==> config.mk <==
export PLATFORM = sky130hd
export DESIGN_NAME = ir_baseline_finger_detector_top
export DESIGN_NICKNAME = d
export VERILOG_FILES = /design/src/sv/ibfd_pkg.sv /design/src/sv/ibfd_div.sv /design/src/sv/ibfd_track.sv /design/src/sv/ir_baseline_finger_detector_top.sv
export SDC_FILE = /design/constraint.sdc
export NUM_CORES = 1
export LEC_CHECK = 0
export ABC_AREA = 1
export BUFFER_PORTS_ARGS = -buffer_cell sky130_fd_sc_hd__buf_2
export CAP_MARGIN = 20
export CORE_ASPECT_RATIO = 0.7
export CORE_UTILIZATION = 35
export DETAILED_ROUTE_END_ITERATION = 7
export HOLD_SLACK_MARGIN = 0.06
export PLACE_DENSITY = 0.53
export RECOVER_POWER = 100
export SLEW_MARGIN = 20
export SYNTH_ARGS = -nofsm -noshare
export SYNTH_HDL_FRONTEND = slang
export SYNTH_SLANG_ARGS = --single-unit
==> constraint.sdc <==
create_clock -name clk -period 15.2 [get_ports clk]
set_input_delay 0.76 -clock clk [delete_from_list [all_inputs] [get_ports clk]]
set_output_delay 0.76 -clock clk [all_outputs]
set_load 0.02 [all_outputs]
==> src/sv/ibfd_pkg.sv <==
`timescale 1ns / 1ps

package ibfd_pkg;

  // Field widths on the stream ports.
  localparam int FIELD_BITS     = 18;
  localparam int FUNC_BITS      = 3;
  localparam int IN_FIELD_BITS  = 3 * FIELD_BITS;
  localparam int IN_DATA_BITS   = ((IN_FIELD_BITS + 7) / 8) * 8;
  localparam int OUT_FIELD_BITS = 4 * FIELD_BITS + 3;
  localparam int OUT_DATA_BITS  = ((OUT_FIELD_BITS + 7) / 8) * 8;
  localparam int OUT_PAD_BITS   = OUT_DATA_BITS - OUT_FIELD_BITS;

  // Configuration port.
  localparam int REG_IDX_BITS  = 3;
  localparam int CFG_DATA_BITS = 18;
  localparam int TARGET_BITS   = 16;

  localparam logic [REG_IDX_BITS-1:0] REG_TARGET_COUNT = 3'd0;
  localparam logic [REG_IDX_BITS-1:0] REG_STABLE_LIMIT = 3'd1;
  localparam logic [REG_IDX_BITS-1:0] REG_ON_DELTA     = 3'd2;
  localparam logic [REG_IDX_BITS-1:0] REG_OFF_DELTA    = 3'd3;

  localparam logic [TARGET_BITS-1:0]   TARGET_COUNT_RESET = 16'd64;
  localparam logic [CFG_DATA_BITS-1:0] STABLE_LIMIT_RESET = 18'd256;
  localparam logic [CFG_DATA_BITS-1:0] ON_DELTA_RESET     = 18'd4096;
  localparam logic [CFG_DATA_BITS-1:0] OFF_DELTA_RESET    = 18'd2048;

  // Function codes carried on the input tuser.
  localparam logic [FUNC_BITS-1:0] FUNC_CLEAR     = 3'd0;
  localparam logic [FUNC_BITS-1:0] FUNC_CALIBRATE = 3'd1;
  localparam logic [FUNC_BITS-1:0] FUNC_SEED      = 3'd2;
  localparam logic [FUNC_BITS-1:0] FUNC_TRACK     = 3'd3;
  localparam logic [FUNC_BITS-1:0] FUNC_DETECT    = 3'd4;

  // Follower shift amounts.
  localparam int BASE_SHIFT  = 4;
  localparam int NOISE_SHIFT = 3;

  // Control from the sequencer to the statistics and tracker unit.
  typedef struct packed {
    logic                 update;
    logic                 noise_step;
    logic [FUNC_BITS-1:0] func;
  } ibfd_trk_ctl_t;

endpackage

==> src/sv/ibfd_div.sv <==
`timescale 1ns / 1ps

module ibfd_div #(
  parameter int DIVIDEND_BITS = 34,
  parameter int DIVISOR_BITS  = 16
) (
  input  logic                     clk,
  input  logic                     rst,
  input  logic                     start,
  input  logic [DIVIDEND_BITS-1:0] dividend,
  input  logic [DIVISOR_BITS-1:0]  divisor,
  output logic                     done,
  output logic [DIVIDEND_BITS-1:0] quotient
);

  localparam int CNT_BITS = $clog2(DIVIDEND_BITS + 1);

  logic [DIVIDEND_BITS-1:0] quo;
  logic [DIVISOR_BITS-1:0]  rem;
  logic [DIVISOR_BITS-1:0]  dsr;
  logic [CNT_BITS-1:0]      cnt;
  logic                     busy;
  logic [DIVISOR_BITS:0]    rem_sh;
  logic [DIVISOR_BITS:0]    rem_sub;
  logic                     fits;

  // One restoring step: bring in the next dividend bit and try the subtract.
  assign rem_sh  = {rem, quo[DIVIDEND_BITS-1]};
  assign rem_sub = rem_sh - {1'b0, dsr};
  assign fits    = (rem_sh >= {1'b0, dsr});

  // Quotient bits shift in where dividend bits shift out, one bit per cycle.
  always_ff @(posedge clk) begin
    if (rst) begin
      busy <= 1'b0;
      done <= 1'b0;
      cnt  <= '0;
    end else begin
      done <= 1'b0;
      if (start) begin
        quo  <= dividend;
        rem  <= '0;
        dsr  <= divisor;
        cnt  <= CNT_BITS'(DIVIDEND_BITS);
        busy <= 1'b1;
      end else if (busy) begin
        quo <= {quo[DIVIDEND_BITS-2:0], fits};
        rem <= fits ? rem_sub[DIVISOR_BITS-1:0] : rem_sh[DIVISOR_BITS-1:0];
        cnt <= cnt - CNT_BITS'(1);
        if (cnt == CNT_BITS'(1)) begin
          busy <= 1'b0;
          done <= 1'b1;
        end
      end
    end
  end

  assign quotient = quo;

endmodule

==> src/sv/ibfd_track.sv <==
`timescale 1ns / 1ps

module ibfd_track #(
  parameter int SAMPLE_BITS = 18,
  parameter int COUNT_BITS  = 16
) (
  input  logic                              clk,
  input  logic                              rst,
  input  ibfd_pkg::ibfd_trk_ctl_t           ctl,
  input  logic [SAMPLE_BITS-1:0]            sample,
  input  logic [SAMPLE_BITS-1:0]            seed_base,
  input  logic [SAMPLE_BITS-1:0]            seed_noise,
  output logic [SAMPLE_BITS+COUNT_BITS-1:0] level_sum,
  output logic [SAMPLE_BITS-1:0]            level_min,
  output logic [SAMPLE_BITS-1:0]            level_max,
  output logic [COUNT_BITS-1:0]             sample_total,
  output logic [SAMPLE_BITS-1:0]            tracked_level,
  output logic [SAMPLE_BITS-1:0]            noise_estimate
);

  import ibfd_pkg::*;

  localparam int SUM_BITS = SAMPLE_BITS + COUNT_BITS;
  localparam logic [SAMPLE_BITS-1:0] SAMPLE_ONE = {{(SAMPLE_BITS-1){1'b0}}, 1'b1};

  logic [SAMPLE_BITS-1:0] dev;
  logic                   dev_valid;

  logic                   base_ge;
  logic [SAMPLE_BITS-1:0] base_diff;
  logic [SAMPLE_BITS-1:0] base_step;
  logic [SAMPLE_BITS-1:0] base_follow;
  logic                   noise_ge;
  logic [SAMPLE_BITS-1:0] noise_diff;
  logic [SAMPLE_BITS-1:0] noise_step;
  logic [SAMPLE_BITS-1:0] noise_follow;
  logic [SAMPLE_BITS-1:0] noise_floor;
  logic                   count_full;

  // Baseline follower; the distance also serves as the deviation sample.
  assign base_ge     = (sample >= tracked_level);
  assign base_diff   = base_ge ? (sample - tracked_level) : (tracked_level - sample);
  assign base_step   = base_diff >> BASE_SHIFT;
  assign base_follow = base_ge ? (tracked_level + base_step) : (tracked_level - base_step);

  // Noise follower on the registered deviation, held at one or more.
  assign noise_ge     = (dev >= noise_estimate);
  assign noise_diff   = noise_ge ? (dev - noise_estimate) : (noise_estimate - dev);
  assign noise_step   = noise_diff >> NOISE_SHIFT;
  assign noise_follow = noise_ge ? (noise_estimate + noise_step)
                                 : (noise_estimate - noise_step);
  assign noise_floor  = (noise_follow == '0) ? SAMPLE_ONE : noise_follow;

  assign count_full = &sample_total;

  // Statistics and tracker state; a track update is followed by a noise step.
  always_ff @(posedge clk) begin
    if (rst) begin
      level_sum      <= '0;
      level_min      <= '1;
      level_max      <= '0;
      sample_total   <= '0;
      tracked_level  <= '0;
      noise_estimate <= '0;
      dev_valid      <= 1'b0;
    end else if (ctl.update) begin
      dev_valid <= 1'b0;
      case (ctl.func)
        FUNC_CLEAR: begin
          level_sum      <= '0;
          level_min      <= '1;
          level_max      <= '0;
          sample_total   <= '0;
          tracked_level  <= '0;
          noise_estimate <= '0;
        end
        FUNC_CALIBRATE: begin
          // A full count ignores the sample so the statistics stay consistent.
          if (!count_full) begin
            level_sum    <= level_sum + SUM_BITS'(sample);
            sample_total <= sample_total + COUNT_BITS'(1);
            if (sample < level_min) begin
              level_min <= sample;
            end
            if (sample > level_max) begin
              level_max <= sample;
            end
          end
        end
        FUNC_SEED: begin
          tracked_level  <= seed_base;
          noise_estimate <= (seed_noise != '0) ? seed_noise : SAMPLE_ONE;
        end
        FUNC_TRACK: begin
          // An empty tracker takes the first sample as it is.
          if (tracked_level == '0) begin
            tracked_level  <= sample;
            noise_estimate <= SAMPLE_ONE;
          end else begin
            tracked_level <= base_follow;
            dev           <= base_diff;
            dev_valid     <= 1'b1;
          end
        end
        default: begin
        end
      endcase
    end else if (ctl.noise_step && dev_valid) begin
      noise_estimate <= noise_floor;
      dev_valid      <= 1'b0;
    end
  end

endmodule

==> src/sv/ir_baseline_finger_detector_top.sv <==
`timescale 1ns / 1ps

// IR baseline tracker and finger detector. Each input transaction carries a
// function code on tuser (clear, calibrate, seed, track, detect) and one
// result transaction comes back with the calibration average and range, the
// ready and stable flags, the effective baseline, the noise estimate and the
// finger state. One item is processed at a time: after acceptance the
// sequencer steps through update, a noise step for a track transaction only,
// divider start, divider wait and finish, and only then takes the next item.
// The wait is set by the bit-serial restoring divider that forms the average,
// one quotient bit per cycle over the full width of the running sum. Finish
// waits while the output register holds an undrained result; the register
// holds a finished result while the block goes back to accept the next item.

module ir_baseline_finger_detector_top #(
  parameter int SAMPLE_BITS = 18,
  parameter int COUNT_BITS  = 16
) (
  input  logic                               clk,
  input  logic                               rst,
  input  logic                               s_axis_tvalid,
  output logic                               s_axis_tready,
  // ir_sample, seed_baseline, seed_noise, zero pad
  input  logic [ibfd_pkg::IN_DATA_BITS-1:0]  s_axis_tdata,
  // func
  input  logic [ibfd_pkg::FUNC_BITS-1:0]     s_axis_tuser,
  output logic                               m_axis_tvalid,
  input  logic                               m_axis_tready,
  // average_level, range_level, ready_flag, stable_flag, baseline_level,
  // noise_level, finger_present, zero pad
  output logic [ibfd_pkg::OUT_DATA_BITS-1:0] m_axis_tdata,
  input  logic                               cfg_we,
  input  logic [ibfd_pkg::REG_IDX_BITS-1:0]  cfg_index,
  input  logic [ibfd_pkg::CFG_DATA_BITS-1:0] cfg_data
);

  import ibfd_pkg::*;

  localparam int SUM_BITS  = SAMPLE_BITS + COUNT_BITS;
  localparam int WIDE_BITS = (SAMPLE_BITS > FIELD_BITS) ? SAMPLE_BITS : FIELD_BITS;
  localparam int CMP_BITS  = WIDE_BITS + 1;

  typedef enum logic [2:0] {
    ST_IDLE,
    ST_UPDATE,
    ST_NOISE,
    ST_DIV_START,
    ST_DIV_WAIT,
    ST_FINISH
  } state_t;

  state_t state;

  // Configuration registers.
  logic [TARGET_BITS-1:0]   target_count;
  logic [CFG_DATA_BITS-1:0] stable_limit;
  logic [CFG_DATA_BITS-1:0] on_delta;
  logic [CFG_DATA_BITS-1:0] off_delta;

  // Captured transaction.
  logic [FUNC_BITS-1:0]   func_q;
  logic [SAMPLE_BITS-1:0] sample_q;
  logic [SAMPLE_BITS-1:0] seed_base_q;
  logic [SAMPLE_BITS-1:0] seed_noise_q;

  logic                   finger_state;
  logic [SAMPLE_BITS-1:0] range_q;
  logic [OUT_DATA_BITS-1:0] out_data;

  logic [SAMPLE_BITS-1:0] in_sample;
  logic [SAMPLE_BITS-1:0] in_seed_base;
  logic [SAMPLE_BITS-1:0] in_seed_noise;

  ibfd_trk_ctl_t          trk_ctl;
  logic [SUM_BITS-1:0]    trk_sum;
  logic [SAMPLE_BITS-1:0] trk_min;
  logic [SAMPLE_BITS-1:0] trk_max;
  logic [COUNT_BITS-1:0]  trk_total;
  logic [SAMPLE_BITS-1:0] trk_tracked;
  logic [SAMPLE_BITS-1:0] trk_noise;

  logic                   div_start;
  logic                   div_done;
  logic [SUM_BITS-1:0]    div_quot;

  logic [SAMPLE_BITS-1:0] avg;
  logic [SAMPLE_BITS-1:0] base;
  logic [SAMPLE_BITS-1:0] range_now;
  logic [CMP_BITS-1:0]    sample_cmp;
  logic [CMP_BITS-1:0]    on_thresh;
  logic [CMP_BITS-1:0]    off_thresh;
  logic                   finger_next;
  logic                   ready_flag;
  logic                   stable_flag;
  logic [FIELD_BITS-1:0]  avg_f;
  logic [FIELD_BITS-1:0]  range_f;
  logic [FIELD_BITS-1:0]  base_f;
  logic [FIELD_BITS-1:0]  noise_f;
  logic [OUT_DATA_BITS-1:0] out_pack;

  // Unpack the input fields to the internal sample width.
  assign in_sample     = SAMPLE_BITS'(WIDE_BITS'(s_axis_tdata[FIELD_BITS-1:0]));
  assign in_seed_base  = SAMPLE_BITS'(WIDE_BITS'(s_axis_tdata[2*FIELD_BITS-1:FIELD_BITS]));
  assign in_seed_noise = SAMPLE_BITS'(WIDE_BITS'(s_axis_tdata[3*FIELD_BITS-1:2*FIELD_BITS]));

  assign s_axis_tready = (state == ST_IDLE);

  // Sequencer decodes.
  assign trk_ctl.update     = (state == ST_UPDATE);
  assign trk_ctl.noise_step = (state == ST_NOISE);
  assign trk_ctl.func       = func_q;
  assign div_start          = (state == ST_DIV_START);

  ibfd_track #(
    .SAMPLE_BITS (SAMPLE_BITS),
    .COUNT_BITS  (COUNT_BITS)
  ) u_track (
    .clk            (clk),
    .rst            (rst),
    .ctl            (trk_ctl),
    .sample         (sample_q),
    .seed_base      (seed_base_q),
    .seed_noise     (seed_noise_q),
    .level_sum      (trk_sum),
    .level_min      (trk_min),
    .level_max      (trk_max),
    .sample_total   (trk_total),
    .tracked_level  (trk_tracked),
    .noise_estimate (trk_noise)
  );

  ibfd_div #(
    .DIVIDEND_BITS (SUM_BITS),
    .DIVISOR_BITS  (COUNT_BITS)
  ) u_div (
    .clk      (clk),
    .rst      (rst),
    .start    (div_start),
    .dividend (trk_sum),
    .divisor  (trk_total),
    .done     (div_done),
    .quotient (div_quot)
  );

  // Calibration range, registered while the divider starts.
  assign range_now = ((trk_total != '0) && (trk_max >= trk_min)) ? (trk_max - trk_min) : '0;

  // Average, effective baseline and hysteresis thresholds.
  assign avg        = (trk_total != '0) ? div_quot[SAMPLE_BITS-1:0] : '0;
  assign base       = (trk_tracked != '0) ? trk_tracked : avg;
  assign sample_cmp = CMP_BITS'(sample_q);
  assign on_thresh  = CMP_BITS'(base) + CMP_BITS'(on_delta);
  assign off_thresh = CMP_BITS'(base) + CMP_BITS'(off_delta);

  always_comb begin
    finger_next = finger_state;
    if (func_q == FUNC_DETECT) begin
      if (!finger_state) begin
        finger_next = (sample_cmp > on_thresh);
      end else begin
        finger_next = !(sample_cmp < off_thresh);
      end
    end
  end

  assign ready_flag  = (TARGET_BITS'(trk_total) >= target_count);
  assign stable_flag = (trk_total != '0) &&
                       (WIDE_BITS'(range_q) <= WIDE_BITS'(stable_limit));

  // Result fields at the port width.
  assign avg_f   = FIELD_BITS'(WIDE_BITS'(avg));
  assign range_f = FIELD_BITS'(WIDE_BITS'(range_q));
  assign base_f  = FIELD_BITS'(WIDE_BITS'(base));
  assign noise_f = FIELD_BITS'(WIDE_BITS'(trk_noise));

  assign out_pack = {{OUT_PAD_BITS{1'b0}}, finger_next, noise_f, base_f,
                     stable_flag, ready_flag, range_f, avg_f};

  // Sequencer, configuration registers and output register.
  always_ff @(posedge clk) begin
    if (rst) begin
      state         <= ST_IDLE;
      m_axis_tvalid <= 1'b0;
      finger_state  <= 1'b0;
      target_count  <= TARGET_COUNT_RESET;
      stable_limit  <= STABLE_LIMIT_RESET;
      on_delta      <= ON_DELTA_RESET;
      off_delta     <= OFF_DELTA_RESET;
    end else begin
      if (cfg_we) begin
        case (cfg_index)
          REG_TARGET_COUNT: target_count <= cfg_data[TARGET_BITS-1:0];
          REG_STABLE_LIMIT: stable_limit <= cfg_data;
          REG_ON_DELTA:     on_delta     <= cfg_data;
          REG_OFF_DELTA:    off_delta    <= cfg_data;
          default: begin
          end
        endcase
      end

      if (m_axis_tvalid && m_axis_tready) begin
        m_axis_tvalid <= 1'b0;
      end

      case (state)
        ST_IDLE: begin
          if (s_axis_tvalid) begin
            func_q       <= s_axis_tuser;
            sample_q     <= in_sample;
            seed_base_q  <= in_seed_base;
            seed_noise_q <= in_seed_noise;
            state        <= ST_UPDATE;
          end
        end
        ST_UPDATE: begin
          state <= (func_q == FUNC_TRACK) ? ST_NOISE : ST_DIV_START;
        end
        ST_NOISE: begin
          state <= ST_DIV_START;
        end
        ST_DIV_START: begin
          range_q <= range_now;
          state   <= ST_DIV_WAIT;
        end
        ST_DIV_WAIT: begin
          if (div_done) begin
            state <= ST_FINISH;
          end
        end
        ST_FINISH: begin
          // Load the result once the output register is free or being drained.
          if (!m_axis_tvalid || m_axis_tready) begin
            out_data      <= out_pack;
            m_axis_tvalid <= 1'b1;
            finger_state  <= finger_next;
            state         <= ST_IDLE;
          end
        end
        default: begin
          state <= ST_IDLE;
        end
      endcase
    end
  end

  assign m_axis_tdata = out_data;

`ifndef SYNTH
  // Only one item is in flight: an acceptance closes the input side.
  assert property (@(posedge clk) disable iff (rst)
    (s_axis_tvalid && s_axis_tready) |=> !s_axis_tready)
    else $error("input accepted while an item is in flight");

  // The divider only finishes while the sequencer waits for it.
  assert property (@(posedge clk) disable iff (rst)
    div_done |-> (state == ST_DIV_WAIT))
    else $error("divider finished outside its wait state");

  // A new result appears only from the finishing step.
  assert property (@(posedge clk) disable iff (rst)
    $rose(m_axis_tvalid) |-> ($past(state) == ST_FINISH))
    else $error("result appeared outside the finishing step");

  // With any calibration sample in, the minimum never exceeds the maximum.
  assert property (@(posedge clk) disable iff (rst)
    (trk_total != '0) |-> (trk_min <= trk_max))
    else $error("calibration minimum above maximum");
`endif

endmodule
; After elaboration in Yosys (flattened, before gate mapping)
; Cells that the tools add are included.
[op_classes]
n_addsub = 15
order_cmp = 10
n_eq_ne = 21
mux = 48
n_bitwise = 3
n_reduce_logical = 38
[ops]
columns = operator, n
row1 = 18-bit 2-to-1 mux, 16
row2 = 18-bit one-hot mux with 3 select lines, 2
row3 = 34-bit 2-to-1 mux, 3
row4 = 18-bit subtractor, 5
row5 = 18-bit one-hot mux with 2 select lines, 2
row6 = 34-bit one-hot mux with 2 select lines, 1
row7 = 18-bit >= comparator, 3
row8 = 16-bit 2-to-1 mux, 3
row9 = 18-bit by 18-bit adder with 19-bit output, 2
row10 = 18-bit logical NOT, 2
row11 = 18-bit nonzero test, 2
row12 = 34-bit by 18-bit adder with 34-bit output, 1
row13 = 16-bit one-hot mux with 2 select lines, 1
row14 = 18-bit by 19-bit > comparator with 1-bit output, 1
row15 = 18-bit by 19-bit less-than comparator with 1-bit output, 1
row16 = 18-bit by 14-bit adder with 18-bit output, 1
row17 = 18-bit by 15-bit adder with 18-bit output, 1
row18 = 3-bit by 2-bit == test with 1-bit output (second input constant), 6
row19 = 18-bit > comparator, 1
row20 = 18-bit <= comparator, 1
row21 = 18-bit less-than comparator, 1
row22 = 3-bit one-hot mux with 6 select lines, 1
row23 = 18-bit by 14-bit subtractor with 18-bit output, 1
row24 = 18-bit by 15-bit subtractor with 18-bit output, 1
row25 = other kinds (29), 76
[totals]
ff_bits = 440
input_bits = 85
output_inout_bits = 82
elab_cells = 163

; Depth between registers and ports, before layout
[logic_depth]
ltp_word = 8
mapped_depth = 39
ltp_nobuf = 37

; Cells and area by module
; A second synthesis with hierarchy kept.
[hier_totals]
cells_unflattened = 4121
hier_area_um2 = 31084.8
[modules_own_cells]
columns = module, instances, cells_each, area_per_inst_um2, seq_area_each_um2
row1 = ibfd_track, 1, 2311, 14625.3, 3002.9
row2 = ir_baseline_finger_detector_top, 1, 1281, 12140.4, 6005.8
row3 = ibfd_div, 1, 529, 4319.1, 2142.1

; Worst setup path after synthesis
; OpenSTA, ideal clock, no wires.
[synth_timing]
kind = input -> register
startpoint = input port rst
endpoint = register out_data[0], in the netlist m_axis_tdata[0], enable pin
setup_time_ps = 600
arrival_time_ps = 6249
t_required_ps = 14600
slack_ps = 8351
cell_stages = 3
n_path_buf = 2
path_cell_list = buf_2 clkbuf_1 nor3_1
[synth_between]
elab_chain_cells = 2
[synth_rtl]
columns = element, line
row1 = start: declaration, ir_baseline_finger_detector_top.sv:20  ; input logic rst,
row2 = 1-bit NOT (no source line), n/a
row3 = 3-bit AND reduction (no source line), n/a
row4 = end signal: assignment, ir_baseline_finger_detector_top.sv:233  ; out_data <= out_pack;
row5 = end: declaration, ir_baseline_finger_detector_top.sv:68  ; logic [OUT_DATA_BITS-1:0] out_data;
; Every way passes these cells.
; A chain may end at the register's enable or synchronous reset.

; Worst setup path in the final report
[layout_timing]
startpoint = input port rst
endpoint = register seed_base_q[9], enable pin
[layout_between]
elab_chain_cells = 2
[layout_rtl]
columns = element, line
row1 = 1-bit NOT (no source line), n/a
row2 = 3-bit AND reduction (no source line), n/a
row3 = end signal: assignment, ir_baseline_finger_detector_top.sv:210  ; seed_base_q <= in_seed_base;
row4 = end: declaration, ir_baseline_finger_detector_top.sv:63  ; logic [SAMPLE_BITS-1:0] seed_base_q;
; Every way passes these cells.

==> impl_metrics.ini <==
[clocking]
htree_levels = 2
path_clk_slew_ns = 0.06
post_cts_resized = 0
cts_buffer_depth = 3
numClockSinks = 440
insertion_delay_ns = 0.63
holdBufCountCts = 0
numCtsBuffers = 48
clockRootBuffer = clkbuf_16
cts_tree = done
cts_setup_buffers = 0

[die]
num_rows = 88
coreArea_sq_um = 82700
fp.dieH_microns = 244
fp.dieArea_sq_um = 85000
io_pins = 167
initial_core_util_pct = 35.5
fp.dieW_microns = 348

[synth]
yosysTopAreaCell = edfxtp_1
synth.top_cell.area_share_pct = 23.9
seq_area_frac_synth_pct = 38.0
synth_warnings = 0
yosysMostFrequentCell = nand2_1
yosys-top-cells-count = nand2_1, inv_1, a21oi_1, ha_1, nor2_1
synth_ff_type = edfxtp_1
synth_edf_count = 234
syn_inst = 3746
syn_area_per_cell_sq_um = 7.84
synth.distinct_cells = 72
async_reset_ff_share_pct = 0
syn_area_sq_um = 29400
ys_seq_elements = 440
synth_area_leaders = edfxtp_1, dfxtp_1, ha_1, nand2_1, a21oi_1

[power_and_ir_drop]
powerDensity_nw_per_um2 = 103
p_sw_share_pct = 33.4
total_power_mw = 3.37
pwr-share-clk_pct = 35.8
power.leakage_nw = 14.6
p_sw_mw = 1.12
share_seq_of_total_power_pct = 39.8
peakVddDrop_v = 0.0000709
power_frac_comb_pct = 24.5
internal_power_mw = 2.25

[route]
wl_per_cell_microns = 19.0
drt_first_pass_iters = 6
num_vias = 25700
drc = 0
final_antenna_net_count = 0
wl_microns = 96500
drt_iter0_markers = 2195
drt-vias-per-instance = 5.06

[grt]
grt_usage_pct = 22.2
antenna_found_initial = 8
grt_start_max_net_pins = 87
grt_pass1_wl_microns = 144000
grt_overflow = 0
grt_pass1_vias = 23100

[sta]
rsz0062_at_grt = no
slew_headroom_pct = -161
finalCritPeriodShare_pct = 55.0
hold_violations = 0
worstMarginPinSlew_ns = 3.92
finClkSkew_ns = 0.0215
tns_ns = 0
slew_viol_final = 515
period_minus_slack_ns = 8.37
fmax_mhz = 120
finalSetupViolCount = 0

[critical_path]
critPathMaxFanout = 86
endpoint_kind = register
critPathLaunchType = input pin
arrival_ns = 8.54
cp.required_ns = 15.38
crit_type = input pin to register

[placement]
gp_congestion = 0.951
dpl_cell_area_sq_um = 31500
port_buffers = 159
dp_hpwl_microns = 74400

[finish]
drive_gt1_share_pct = 6.62
final_util_pct = 39.7
area_growth_pct = 11.8
design_area_sq_um = 32800
largest_reg_flops = 75
fin_nets = 4299

[run_status]
violations = max-capacitance violations, max-slew violations
status = finished with violations

[run]
drv_cap = 12

[worst_hold_path]
hp-class = input pin to register
[area by class of cell]
class	count	area (sq um)
Clock inverter	33	334
Clock buffer	56	1240
Multi-Input combinational cell	2696	15800
Sequential cell	440	11200
Inverter	511	1920
Fill cell	8560	49900
Tap cell	1125	1410
Antenna cell	1	2.50
Timing Repair Buffer	206	962
[through the flow]
step           worst slack [ns]  hold slack, ns  cells
2_1_floorplan              8.35           0.426   3750
3_3_place_gp               8.88           0.452   4976
3_5_place_dp               8.93           0.456   4977
4_1_cts                    8.89           0.277   5066
5_1_grt                    6.00           0.289   5067
6_report                   6.83           0.319   5068
[layout by cell type (no fill, tap or decap), types with 49 or more instances in the layout]
| cell | Yosys | routed |
|---|---|---|
| edfxtp_1 | 234 | 234 |
| buf_2 | 13 | 73 |
| nor3_1 | 62 | 59 |
| nand3_1 | 130 | 130 |
| dfxtp_1 | 206 | 206 |
| nand2_1 | 794 | 796 |
| o21ai_0 | 256 | 264 |
| nor2_1 | 284 | 286 |
| nand4_1 | 49 | 49 |
| a21oi_1 | 395 | 396 |
| xor2_1 | 92 | 92 |
| clkbuf_1 | 70 | 114 |
| ha_1 | 302 | 302 |
| inv_1 | 494 | 495 |
[final timing paths]
path                    startpoint                         to  slack [ns]  depth (start not counted)
setup / recovery               rst             seed_base_q[9]        6.83                          6
hold / removal    s_axis_tdata[52]           seed_noise_q[16]        0.32                          1
setup reg to reg   u_track.dev[16]  u_track.noise_estimate[0]        7.68                         32
hold reg to reg   stable_limit[12]           stable_limit[12]        0.47                          2
[logic make-up (layout without fill, tap and decap cells)]
logic type / after synthesis / after routing / share of synthesized area [%]
adder cells (fa/ha/maj): 311 / 311 / 13.5
AND/OR/NAND/NOR: 1417 / 1417 / 20.6
XOR/XNOR: 131 / 131 / 3.91
other: 1 / 6 / 0.0128
buffers and inverters: 614 / 806 / 8.18
multiplexers: 1 / 1 / 0.0341
AO/OA/AOI/OAI: 831 / 831 / 15.8
flip-flops: 440 / 440 / 38.0
[worst max-delay path, cell delays in order]
cell      delay [ns]
clkbuf_1        1.19
clkinv_1        0.20
clkbuf_1        2.71
nand2_1         0.10
nor2_1          1.55
clkbuf_1        1.87
[routing by layer]
layer	global-route usage (%)	up-vias	wire length (microns)
met5	0	-	22
met4	4.81	4	1720
met3	5.19	91	8150
met2	29.4	756	35800
met1	35.3	11900	50800
li1	-	12900	-
[power by group through the flow]
| stage | registers (mW) | clock network, mW | logic (mW) |
|---|---|---|---|
| finish | 1.34 | 1.21 | 0.825 |
| detailed placement | 1.36 | 0 | 0.814 |
| global route | 1.35 | 1.28 | 0.927 |
| floorplan | 1.36 | 0 | 0.580 |
| CTS | 1.34 | 1.24 | 0.820 |
| global placement | 1.36 | 0 | 0.812 |
Power figures use the tool's default switching activity.
